$ cat src/sv/tts_pkg.sv
// Shared types and constants for the periodic task tick scheduler.
package tts_pkg;

  // Table size and reload offset
  localparam int TASK_COUNT    = 8;
  localparam int RELOAD_OFFSET = 1;

  // Scan step width and the width used to compare a step with a slot number
  localparam int IDX_W = (TASK_COUNT > 1) ? $clog2(TASK_COUNT) : 1;
  localparam int CMP_W = (IDX_W > 3) ? IDX_W : 3;

  // Most firings reported for one tick
  localparam logic [3:0] MAX_REPORTS = 4'd8;

  localparam logic [15:0] RELOAD_SUB = 16'(RELOAD_OFFSET);

  // Command codes
  typedef enum logic [1:0] {
    KIND_CREATE  = 2'd0,
    KIND_SUSPEND = 2'd1,
    KIND_TICK    = 2'd2
  } kind_t;

  // One task slot
  typedef struct packed {
    logic        occ;
    logic        susp;
    logic [15:0] per;
    logic [15:0] cnt;
  } entry_t;

  // Command seen by the head update unit
  typedef struct packed {
    logic [1:0]  kind;
    logic        hit;
    logic [15:0] period;
    logic [15:0] first_delay;
  } head_cmd_t;

  // Outcome of one head update
  typedef struct packed {
    logic fire;
    logic refuse;
  } head_flags_t;

endpackage

$ cat src/sv/tts_cell.sv
// One task slot cell of the rotating slot ring.
module tts_cell (
  input  logic            clk,
  input  logic            rst,
  input  logic            shift_en,
  input  tts_pkg::entry_t d,
  output tts_pkg::entry_t q
);

  tts_pkg::entry_t entry;

  // Take the neighbor's slot on every scan step
  always_ff @(posedge clk) begin
    if (rst) begin
      entry <= '0;
    end else if (shift_en) begin
      entry <= d;
    end
  end

  assign q = entry;

endmodule

$ cat src/sv/tts_head.sv
// Update unit for the slot at the head of the ring.
module tts_head (
  input  tts_pkg::entry_t     cur,
  input  tts_pkg::head_cmd_t  cmd,
  output tts_pkg::entry_t     upd,
  output tts_pkg::head_flags_t flags
);

  always_comb begin
    upd          = cur;
    flags.fire   = 1'b0;
    flags.refuse = 1'b0;
    case (cmd.kind)
      tts_pkg::KIND_CREATE: begin
        // Fill a free slot, refuse an occupied one
        if (cmd.hit) begin
          if (cur.occ) begin
            flags.refuse = 1'b1;
          end else begin
            upd.occ  = 1'b1;
            upd.susp = 1'b0;
            upd.per  = cmd.period;
            upd.cnt  = cmd.first_delay;
          end
        end
      end
      tts_pkg::KIND_SUSPEND: begin
        if (cmd.hit) begin
          upd.susp = 1'b1;
        end
      end
      tts_pkg::KIND_TICK: begin
        // For an active slot, fire and reload at zero, otherwise count down
        if (cur.occ && !cur.susp) begin
          if (cur.cnt == 16'd0) begin
            upd.cnt    = cur.per - tts_pkg::RELOAD_SUB;
            flags.fire = 1'b1;
          end else begin
            upd.cnt = cur.cnt - 16'd1;
          end
        end
      end
      default: begin
        upd = cur;
      end
    endcase
  end

endmodule

$ cat src/sv/periodic_task_tick_scheduler_top.sv
// Top level of the periodic task tick scheduler: slot ring, head unit, control.
//
// Usage: drive kind, slot, period and first_delay and raise start; the command
// is taken at a clock edge where start is high and busy is low. Kinds are
// create, suspend and tick; the unused code is taken and ignored with no result.
// The slot table is a ring of TASK_COUNT cells that rotates by one cell per
// cycle while a command walks it; the head unit updates the slot passing
// through it, so every command walks the whole ring once and the table ends in
// its original order. Busy rises when a create, suspend or tick is taken and
// stays high through the ring walk and the state that emits the final result,
// so a new command is not taken until the walk is over.
// Results appear on task_slot, fired, status and last for one cycle, marked by
// strobe. A create or suspend gives one result. A tick gives one result per
// firing in slot order (at most eight), the last marked by last; each firing is
// held until the next one turns up or the walk ends, so the final one can carry
// last. A tick with no firing gives one empty result with last set. The final
// result of a command is shown in the first cycle with busy low again.
// The receiver cannot stall results.
// Reset (rst, synchronous) empties every slot and returns control to idle.
module periodic_task_tick_scheduler_top (
  input  logic        clk,
  input  logic        rst,
  input  logic        start,
  output logic        busy,
  input  logic [1:0]  kind,
  input  logic [2:0]  slot,
  input  logic [15:0] period,
  input  logic [15:0] first_delay,
  output logic        strobe,
  output logic [2:0]  task_slot,
  output logic        fired,
  output logic        status,
  output logic        last
);

  localparam int N = tts_pkg::TASK_COUNT;

  typedef enum logic [2:0] {
    ST_IDLE = 3'b001,
    ST_RUN  = 3'b010,
    ST_DONE = 3'b100
  } state_t;

  state_t state;

  // Latched command
  logic [1:0]  cmd_kind;
  logic [2:0]  cmd_slot;
  logic [15:0] cmd_period;
  logic [15:0] cmd_delay;

  logic [tts_pkg::IDX_W-1:0] step;
  logic [tts_pkg::CMP_W-1:0] step_ext;
  logic                      hit;

  // Tick bookkeeping and create outcome
  logic       pend_valid;
  logic [2:0] pend_slot;
  logic [3:0] fire_count;
  logic       create_ok;

  tts_pkg::entry_t      ring_q [N];
  tts_pkg::entry_t      head_upd;
  tts_pkg::head_cmd_t   head_cmd;
  tts_pkg::head_flags_t head_flags;
  logic                 shift_en;
  logic                 accept;

  assign busy     = (state != ST_IDLE);
  assign accept   = start && (state == ST_IDLE);
  assign shift_en = (state == ST_RUN);
  assign step_ext = tts_pkg::CMP_W'(step);
  assign hit      = (step_ext == tts_pkg::CMP_W'(cmd_slot));

  // Build the ring: each cell takes its upper neighbor, the top takes the head
  for (genvar k = 0; k < N; k++) begin : g_ring
    tts_pkg::entry_t d;
    if (k == N - 1) begin : g_top
      assign d = head_upd;
    end else begin : g_mid
      assign d = ring_q[k+1];
    end
    tts_cell u_cell (
      .clk      (clk),
      .rst      (rst),
      .shift_en (shift_en),
      .d        (d),
      .q        (ring_q[k])
    );
  end

  assign head_cmd.kind        = cmd_kind;
  assign head_cmd.hit         = hit;
  assign head_cmd.period      = cmd_period;
  assign head_cmd.first_delay = cmd_delay;

  tts_head u_head (
    .cur   (ring_q[0]),
    .cmd   (head_cmd),
    .upd   (head_upd),
    .flags (head_flags)
  );

  // Latch the command beat
  always_ff @(posedge clk) begin
    if (accept) begin
      cmd_kind   <= kind;
      cmd_slot   <= slot;
      cmd_period <= period;
      cmd_delay  <= first_delay;
    end
  end

  // Sequence the ring walk and emit results
  always_ff @(posedge clk) begin
    if (rst) begin
      state      <= ST_IDLE;
      step       <= '0;
      pend_valid <= 1'b0;
      pend_slot  <= '0;
      fire_count <= '0;
      create_ok  <= 1'b0;
      strobe     <= 1'b0;
      task_slot  <= '0;
      fired      <= 1'b0;
      status     <= 1'b0;
      last       <= 1'b0;
    end else begin
      strobe <= 1'b0;
      case (state)
        ST_IDLE: begin
          if (accept && (kind == tts_pkg::KIND_CREATE || kind == tts_pkg::KIND_SUSPEND ||
                         kind == tts_pkg::KIND_TICK)) begin
            state      <= ST_RUN;
            step       <= '0;
            pend_valid <= 1'b0;
            fire_count <= '0;
            create_ok  <= 1'b0;
          end
        end
        ST_RUN: begin
          if (cmd_kind == tts_pkg::KIND_CREATE && hit && !head_flags.refuse) begin
            create_ok <= 1'b1;
          end
          // Hold one firing back; release the held one when another shows up
          if (head_flags.fire && fire_count < tts_pkg::MAX_REPORTS) begin
            if (pend_valid) begin
              strobe    <= 1'b1;
              task_slot <= pend_slot;
              fired     <= 1'b1;
              status    <= 1'b0;
              last      <= 1'b0;
            end
            pend_valid <= 1'b1;
            pend_slot  <= step_ext[2:0];
            fire_count <= fire_count + 4'd1;
          end
          if (step == tts_pkg::IDX_W'(N - 1)) begin
            state <= ST_DONE;
          end else begin
            step <= step + 1'b1;
          end
        end
        ST_DONE: begin
          // Emit the final result of the command
          strobe <= 1'b1;
          last   <= 1'b1;
          if (cmd_kind == tts_pkg::KIND_TICK) begin
            task_slot <= pend_valid ? pend_slot : 3'd0;
            fired     <= pend_valid;
            status    <= 1'b0;
          end else begin
            task_slot <= cmd_slot;
            fired     <= 1'b0;
            status    <= (cmd_kind == tts_pkg::KIND_CREATE) && !create_ok;
          end
          state <= ST_IDLE;
        end
        default: begin
          state <= ST_IDLE;
        end
      endcase
    end
  end

  // A firing report never carries a refusal
  a_fire_no_refuse: assert property (@(posedge clk) disable iff (rst)
    strobe |-> !(fired && status))
    else $error("firing result marked refused");

  // Every walk ends in exactly one final result
  a_done_emits: assert property (@(posedge clk) disable iff (rst)
    (state == ST_DONE) |=> (strobe && last))
    else $error("walk ended without a final result");

  // Results that are not final only come from tick firings
  a_mid_is_fire: assert property (@(posedge clk) disable iff (rst)
    (strobe && !last) |-> (fired && cmd_kind == tts_pkg::KIND_TICK))
    else $error("non-final result that is not a firing");

  // The final result leaves the block free for the next command
  a_last_idle: assert property (@(posedge clk) disable iff (rst)
    (strobe && last) |-> !busy)
    else $error("final result while still busy");

  a_state_onehot: assert property (@(posedge clk) disable iff (rst)
    $onehot(state))
    else $error("state register not one-hot");

endmodule
$ cat config.mk
export PLATFORM = sky130hd
export DESIGN_NAME = periodic_task_tick_scheduler_top
export DESIGN_NICKNAME = d
export VERILOG_FILES = /design/src/sv/tts_pkg.sv /design/src/sv/tts_cell.sv /design/src/sv/tts_head.sv /design/src/sv/periodic_task_tick_scheduler_top.sv
export SDC_FILE = /design/constraint.sdc
export NUM_CORES = 1
export LEC_CHECK = 0
export ABC_AREA = 1
export BUFFER_PORTS_ARGS = -buffer_cell sky130_fd_sc_hd__buf_2
export CAP_MARGIN = 25
export CORE_MARGIN = 2
export CORE_UTILIZATION = 61
export DETAILED_ROUTE_END_ITERATION = 8
export MAX_ROUTING_LAYER = met4
export PLACE_DENSITY_LB_ADDON = 0.25
export REMOVE_ABC_BUFFERS = 1
export SLEW_MARGIN = 10
export SYNTH_ARGS = -nofsm -noshare
export SYNTH_HDL_FRONTEND = slang
export SYNTH_SLANG_ARGS = --single-unit
$ cat constraint.sdc
create_clock -name clk -period 3 [get_ports clk]
set_input_delay 0.45 -clock clk [delete_from_list [all_inputs] [get_ports clk]]
set_output_delay 0.45 -clock clk [all_outputs]
set_load 0.005 [all_outputs]
# After elaboration in Yosys (flattened, before gate mapping)
# Index checks and enable logic that the tools add are counted.
[totals]
reg_bits = 331
in_bits = 40
out_inout_bits = 8
wordCells = 137
[op_classes]
add_sub_neg = 4
order_cmp = 1
n_eq_ne = 16
mux = 46
n_reduce_logical = 23
[op_table]
columns = ["op", "count"]
rows = [
  ["16-bit 2-to-1 mux", 3],
  ["34-bit 2-to-1 mux", 1],
  ["33-bit 2-to-1 mux", 1],
  ["16-bit one-hot mux with 2 select lines", 1],
  ["16-bit by 1-bit subtractor with 16-bit output, second input constant", 2],
  ["3-bit 2-to-1 mux", 8],
  ["1-bit 2-to-1 mux", 19],
  ["3-bit one-hot mux with 2 select lines", 3],
  ["16-bit zero test", 1],
  ["1-bit one-hot mux with 2 select lines", 7],
  ["3-bit AND reduction", 4],
  ["2-bit inequality test, second input constant", 5],
  ["4-bit 2-to-1 mux", 2],
  ["4-bit one-hot mux with 2 select lines", 1],
  ["1-bit logical AND", 7],
  ["3-bit equality test, second input constant", 2],
  ["4-bit by 1-bit adder with 4-bit output, second input constant", 1],
  ["2-bit by 1-bit equality test with 1-bit output, second input constant", 2],
  ["2-bit equality test, second input constant", 2],
  ["2-bit zero test", 2],
  ["4-bit < comparator, second input constant", 1],
  ["2-bit AND reduction", 2],
  ["2-bit nonzero test", 2],
  ["3-bit by 1-bit adder with 3-bit output, second input constant", 1],
  ["7 further kinds", 10],
]

# Longest topological paths before layout
[logic_depth]
ltp_word = 7
depth_mapped = 18
mapped_depth_nobuf = 18

# By module
# Synthesis repeated with hierarchy kept, for this count alone.
[unflattened]
hier_cells = 2250
area_unflattened_um2 = 14970.6
[by_module_without_submodules]
columns = ["module", "n_inst", "cells_each", "area_each_um2", "seq_area_each_um2"]
rows = [
  ["tts_cell", 8, 216, 1402.6, 680.7],
  ["periodic_task_tick_scheduler_top", 1, 197, 2218.4, 1551.5],
  ["tts_head", 1, 325, 1531.5, 0.0],
]

# Worst setup path after synthesis
# No wires, ideal clock.
[synth_timing]
path_type = "register -> register"
from = "reg state[0]"
to = "reg pend_valid"
setup_ns = 0.109
arrival_time_ns = 2.701
required_ns = 2.891
setup_slack_ns = 0.190
path_stages_with_launch = 12
n_path_buf = 0
period_less_slack_ns = 2.810
path_cell_list = "dfxtp_1 -> inv_1 -> nor3_1 -> inv_1 -> nor2_1 -> nand2_1 -> inv_1 -> nor2_1 -> nand2_1 -> nand2_1 -> nand2_1 -> inv_1"
[synth_via]
elab_chain_cells = 5
elab_cells_between_ends = 9
cone_classes = "4 x eq/ne; 1 x mux; 4 x reduce/logical"
[synth_lines]
columns = ["element", "line_no", "source"]
rows = [
  ["from (decl)", "periodic_task_tick_scheduler_top.sv:44", "state_t state;"],
  ["from (signal assigned)", "periodic_task_tick_scheduler_top.sv:117", "state <= ST_IDLE;"],
  ["from (signal assigned)", "periodic_task_tick_scheduler_top.sv:134", "state <= ST_RUN;"],
  ["from (signal assigned)", "periodic_task_tick_scheduler_top.sv:159", "state <= ST_DONE;"],
  ["3-bit by 1-bit equality test with 1-bit output", "periodic_task_tick_scheduler_top.sv:70", "assign accept = start && (state == ST_IDLE);"],
  ["1-bit logical AND", "periodic_task_tick_scheduler_top.sv:70", ""],
  ["via accept", "periodic_task_tick_scheduler_top.sv:67", "logic accept;"],
  ["1-bit logical AND", "periodic_task_tick_scheduler_top.sv:132", "if (accept && (kind == tts_pkg::KIND_CREATE || kind == tts_pkg::KIND_SUSPEND ||"],
  ["2-bit by 1-bit inequality test with 1-bit output (no source line)", "-", ""],
  ["3-bit AND reduction (no source line)", "-", ""],
  ["to (signal assigned)", "periodic_task_tick_scheduler_top.sv:119", "pend_valid <= 1'b0;"],
  ["to (signal assigned)", "periodic_task_tick_scheduler_top.sv:136", "pend_valid <= 1'b0;"],
  ["to (signal assigned)", "periodic_task_tick_scheduler_top.sv:154", "pend_valid <= 1'b1;"],
  ["to (decl)", "periodic_task_tick_scheduler_top.sv:57", "logic pend_valid;"],
]
# The timed path passes the listed nets, and every way through them passes these cells.
# A chain may end at the register's enable or synchronous reset.

# Worst setup path after layout
[layout_timing]
from = "reg g_ring[0].u_cell.entry, in the netlist g_ring[0].u_cell.q[3]"
to = "reg g_ring[7].u_cell.entry, in the netlist g_ring[7].u_cell.q[14]"
[layout_via]
elab_chain_cells = 4
elab_cells_between_ends = 5
cone_classes = "1 x add/sub; 3 x mux; 1 x reduce/logical"
[layout_lines]
columns = ["element", "line_no", "source"]
rows = [
  ["from (decl)", "tts_cell.sv:10", "tts_pkg::entry_t entry;"],
  ["from (signal assigned)", "tts_cell.sv:15", "entry <= '0;"],
  ["from (signal assigned)", "tts_cell.sv:17", "entry <= d;"],
  ["16-bit by 1-bit subtractor with 16-bit output / 16-bit zero test (equally long branches)", "tts_head.sv:39, tts_head.sv:35", ""],
  ["16-bit 2-to-1 mux *", "tts_head.sv:35", "if (cur.cnt == 16'd0) begin"],
  ["16-bit 2-to-1 mux *", "tts_head.sv:34", "if (cur.occ && !cur.susp) begin"],
  ["16-bit one-hot mux with 2 select lines *", "tts_head.sv:13", "case (cmd.kind)"],
  ["to (signal assigned)", "tts_cell.sv:15", ""],
  ["to (signal assigned)", "tts_cell.sv:17", ""],
  ["to (decl)", "tts_cell.sv:10", ""],
]
# Mark *: on every way between the ends. The rest lies on a longest branch, timed or not.

==> metrics.md <==
| Metric | Value |
|---|---|
| Wire length of the first global-routing pass | `~43 mm` |
| Number of slew-limit violations in the final report | `0` |
| Combinational group share of total power | `0.065` |
| Placed wire-length estimate | `15.2 mm` |
| Drc violations | `0` |
| Relative slew slack | `0.516` |
| Maximum number of pins on one net before global-route repair | `143` |
| Final period util | `0.855` |
| Number of iterations in the first detailed-routing pass | `5` |
| Proportion of layout cells with a drive suffix above 1 | `0.0925` |
| Minimum period implied by the final worst setup slack | `between 2 and 3 ns` |
| Number of antenna-violating nets in the routed design | `0` |
| Worst-case setup slack after placement | `0.497 ns` |
| Reg power frac | `0.487` |
| Setup Total Neg Slack | `0 ns` |
| Master cell of the clock root buffer | `sky130_fd_sc_hd__clkbuf_16` |
| Element type at the critical path end | `register` |
| Core region area | `20200 um2` |
| Net switching component of the power | `around 2200 uW` |
| TritonCTS Buffers | `35` |
| Register Area | `~7000 um2` |
| Part of the total power dissipated in the clock network | `0.448` |
| Nets | `approximately 1600` |
| Startpoint-to-endpoint class of the critical path | `register to register` |
| Yosys warnings | `0` |
| CTS-repair resized insts | `0` |
| Highest clock frequency the design can meet | `around 400 MHz` |
| Transition time at the pin with the least slew margin | `roughly 0.73 ns` |
| CTS sink count | `about 330` |
| Unrepaired setup endpoints after global routing | `false` |
| Slowest Stage Delay on Critical Path | `between 0.3 and 0.4 ns` |
| Run status | `finished, final reports clean` |
| Post-CTS Setup Bufs | `0` |
| Grt total ovfl | `0` |
| Library cell contributing the largest single delay on the critical path | `sky130_fd_sc_hd__nor2_4` |
| Detailed-route wire length | `25.9 mm` |
| Peak VDD IR | `447 uV` |
| Filler cell count in the final layout | `about 1600` |
| Per-cell via count in the routed design | `about 5.4` |
| Share of total power consumed by net switching | `0.228` |
| Final Util | `0.693` |
| Post-cts hold buffer count | `0` |
| Area of the multi-input gates | `slightly below 5000 um2` |
| Cell chain of the critical path | `nor2_1 > nand2_2 > nor2_4 > nand3_1 > nand2_1 > ha_1 > nand3_1 > nor2_1 > nand2_1 > nor2_4 > nand2_1 > nand2_1 > nand2_1 > nand2_1 > nand2_1 > nand2_1 > a21oi_1` |
| Routed vias | `around 10000` |
| Gp weighted congestion | `0.909` |
| P&R area growth vs syn | `12.1%` |
| Max_cap viols | `0` |
| Final hold violation count | `0` |
| Placement Rows | `52` |
| PnR worst setup slack | `about 0.44 ns` |
| Number of setup violations in the final report | `0` |
| Worst setup SP type | `register` |
| Antenna cell count | `0` |
| Crit path arrival time | `2.94 ns` |
| H-tree levels | `2` |
| Number of standard cells after synthesis | `approximately 1500` |
| Clock edge transition at the registers on the reported setup and hold paths | `0.06 ns` |
| Initial antenna violation count | `0` |
| Height of the chip | `between 100 and 150 um` |
| Syn_area_per_cell | `a little over 8 um2` |
| Avg WL per Cell | `14.1 um` |
| Critical path's most frequent cell | `sky130_fd_sc_hd__nand2_1` |
| Distinct cells, synth | `40` |
| Type of the worst min-delay path | `input pin to register` |
| Number of global-route vias before repair | `8989` |
| Power Density | `685 nW/um2` |
| Count of input and output buffers | `47` |
| Horiz. Die Dim | `approximately 150 um` |
| Cell area after synthesis | `12500 um2` |
| Worst hold slack | `around 0.11 ns` |
| Number of primary I/O pins | `48` |
| Flop and latch count out of synthesis | `between 300 and 400` |
| TritonCTS clock tree | `done` |
| Leakage power total | `around 0.0063 uW` |
| Share of synthesized area occupied by flip-flops and latches | `0.562` |
| Effective utilization at floorplan | `0.618` |
| Cell internal power dissipation | `between 7000 and 8000 uW` |
| Clock Latency Late Sink | `0.52 ns` |
| Total Die Area | `approximately 22000 um2` |
| GRT Overall Usage | `0.247` |
| Required arrival time at the worst endpoint | `between 3 and 4 ns` |
| Highest net fanout along the worst path | `17` |
| Iteration-0 DRC count of the detailed router | `slightly below 700` |
| Maximum buffer depth of the clock tree | `3` |
| Skew final | `about 0.014 ns` |
## state kept, by name (all words and copies together), names as in the netlist
signal           count
cmd_kind             2
cmd_period          16
cmd_slot             3
state                3
status               1
strobe               1
pend_slot            3
fire_count           4
pend_valid           1
create_ok            1
step                 3
last                 1
fired                1
task_slot            3
g_ring.u_cell.q    272
cmd_delay           16
## critical path, delay by kind of cell (launching register included)
| family | cells | cell delay (ns) |
|---|---|---|
| compound gates | 1 | 0.06 |
| flops | 1 | 0.32 |
| fa+ha+maj | 1 | 0.20 |
| simple gates | 15 | 1.86 |
## layer usage
layer | wire [um] | track usage | vias to the layer above | part of all wire
li1 | - | - | 5087 | -
met4 | 456 | 0.0625 | 0 | 0.018
met5 | 0 | - | - | 0
met3 | 1110 | 0.0401 | 37 | 0.043
met1 | 12400 | 0.344 | 4575 | 0.48
met2 | 12000 | 0.379 | 189 | 0.46
## per-stage QoR
stage / total power, uW / cells / cell area [um2]
after floorplan: 5210 / 1444 / 12100
after global routing: 9920 / 1838 / 14000
after detailed placement: 5370 / 1775 / 12800
after global placement: 5360 / 1775 / 12800
after CTS: 9640 / 1838 / 14000
final: 9570 / 1838 / 14000
## worst paths after layout
kind | startpoint | end | slack, ns | cells after the start
min | period[6] | cmd_period[6]$_DFFE_PP_ | 0.11 | 1
max | g_ring[0].u_cell.q[3]$_SDFFE_PP0P_ | g_ring[7].u_cell.q[14]$_SDFFE_PP0P_ | 0.44 | 17
max reg2reg | g_ring[0].u_cell.q[3]$_SDFFE_PP0P_ | g_ring[7].u_cell.q[14]$_SDFFE_PP0P_ | 0.44 | 17
min reg2reg | status$_SDFFE_PP0P_ | status$_SDFFE_PP0P_ | 0.46 | 2
## logic make-up (layout without fill, tap and decap cells)
family	count (synthesis)	in the layout	share of synthesized area
simple gates	639	639	0.208
compound gates	410	410	0.172
flops	331	331	0.562
buf+inv	153	175	0.0480
xor+xnor	9	9	0.00633
fa+ha+maj	4	4	0.00402
## cell type report
type | count | share of cell area
clock buffers | 52 | 0.0716
well taps | 270 | 0.0242
flip-flops and latches | 331 | 0.501
inverters | 51 | 0.0146
clock inverters | 11 | 0.0106
repair buffers | 61 | 0.0288
multi-input cells | 1062 | 0.349
## power by group through the flow
stage / combinational, uW / clock (uW) / sequential (uW)
2_1_floorplan: 471 / 0 / 4740
3_3_place_gp: 607 / 0 / 4760
3_5_place_dp: 616 / 0 / 4760
4_1_cts: 621 / 4350 / 4660
5_1_grt: 704 / 4540 / 4670
6_report: 623 / 4290 / 4660
## cell usage in the layout (no fill, tap or decap), drive strengths merged, types with 2 or more instances in the layout
| master | Yosys | final |
|---|---|---|
| nor2 | 478 | 478 |
| dfxtp | 294 | 294 |
| o21ai | 283 | 283 |
| nand2 | 117 | 117 |
| a21oi | 100 | 100 |
| buf | 8 | 61 |
| inv | 51 | 54 |
| clkbuf | 94 | 52 |
| edfxtp | 37 | 37 |
| nand3 | 36 | 36 |
| a221oi | 9 | 9 |
| xnor2 | 7 | 7 |
| o211ai | 6 | 6 |
| a31oi | 5 | 5 |
| nor3 | 5 | 5 |
| ha | 4 | 4 |
| clkinv | 0 | 4 |
| a211oi | 3 | 3 |
| bufinv | 0 | 3 |
| xor2 | 2 | 2 |
## synthesized netlist by cell type, drive strengths merged
cell	n	area share
nor2	478	0.15
dfxtp	294	0.47
o21ai	283	0.11
nand2	117	0.037
a21oi	100	0.041
clkbuf	94	0.028
inv	51	0.015
edfxtp	37	0.089
nand3	36	0.017
a221oi	9	0.0063
buf	8	0.0043
xnor2	7	0.0049
o211ai	6	0.0036
a31oi	5	0.0025
nor3	5	0.0024
ha	4	0.0040
a211oi	3	0.0018
xor2	2	0.0014
a22oi	1	0.00060
a311oi	1	0.00070
a41oi	1	0.00070
nand3b	1	0.00060
nand4	1	0.00050
nor4	1	0.0017
o221ai	1	0.00070
Note: power is estimated with default switching activity, not from simulation.
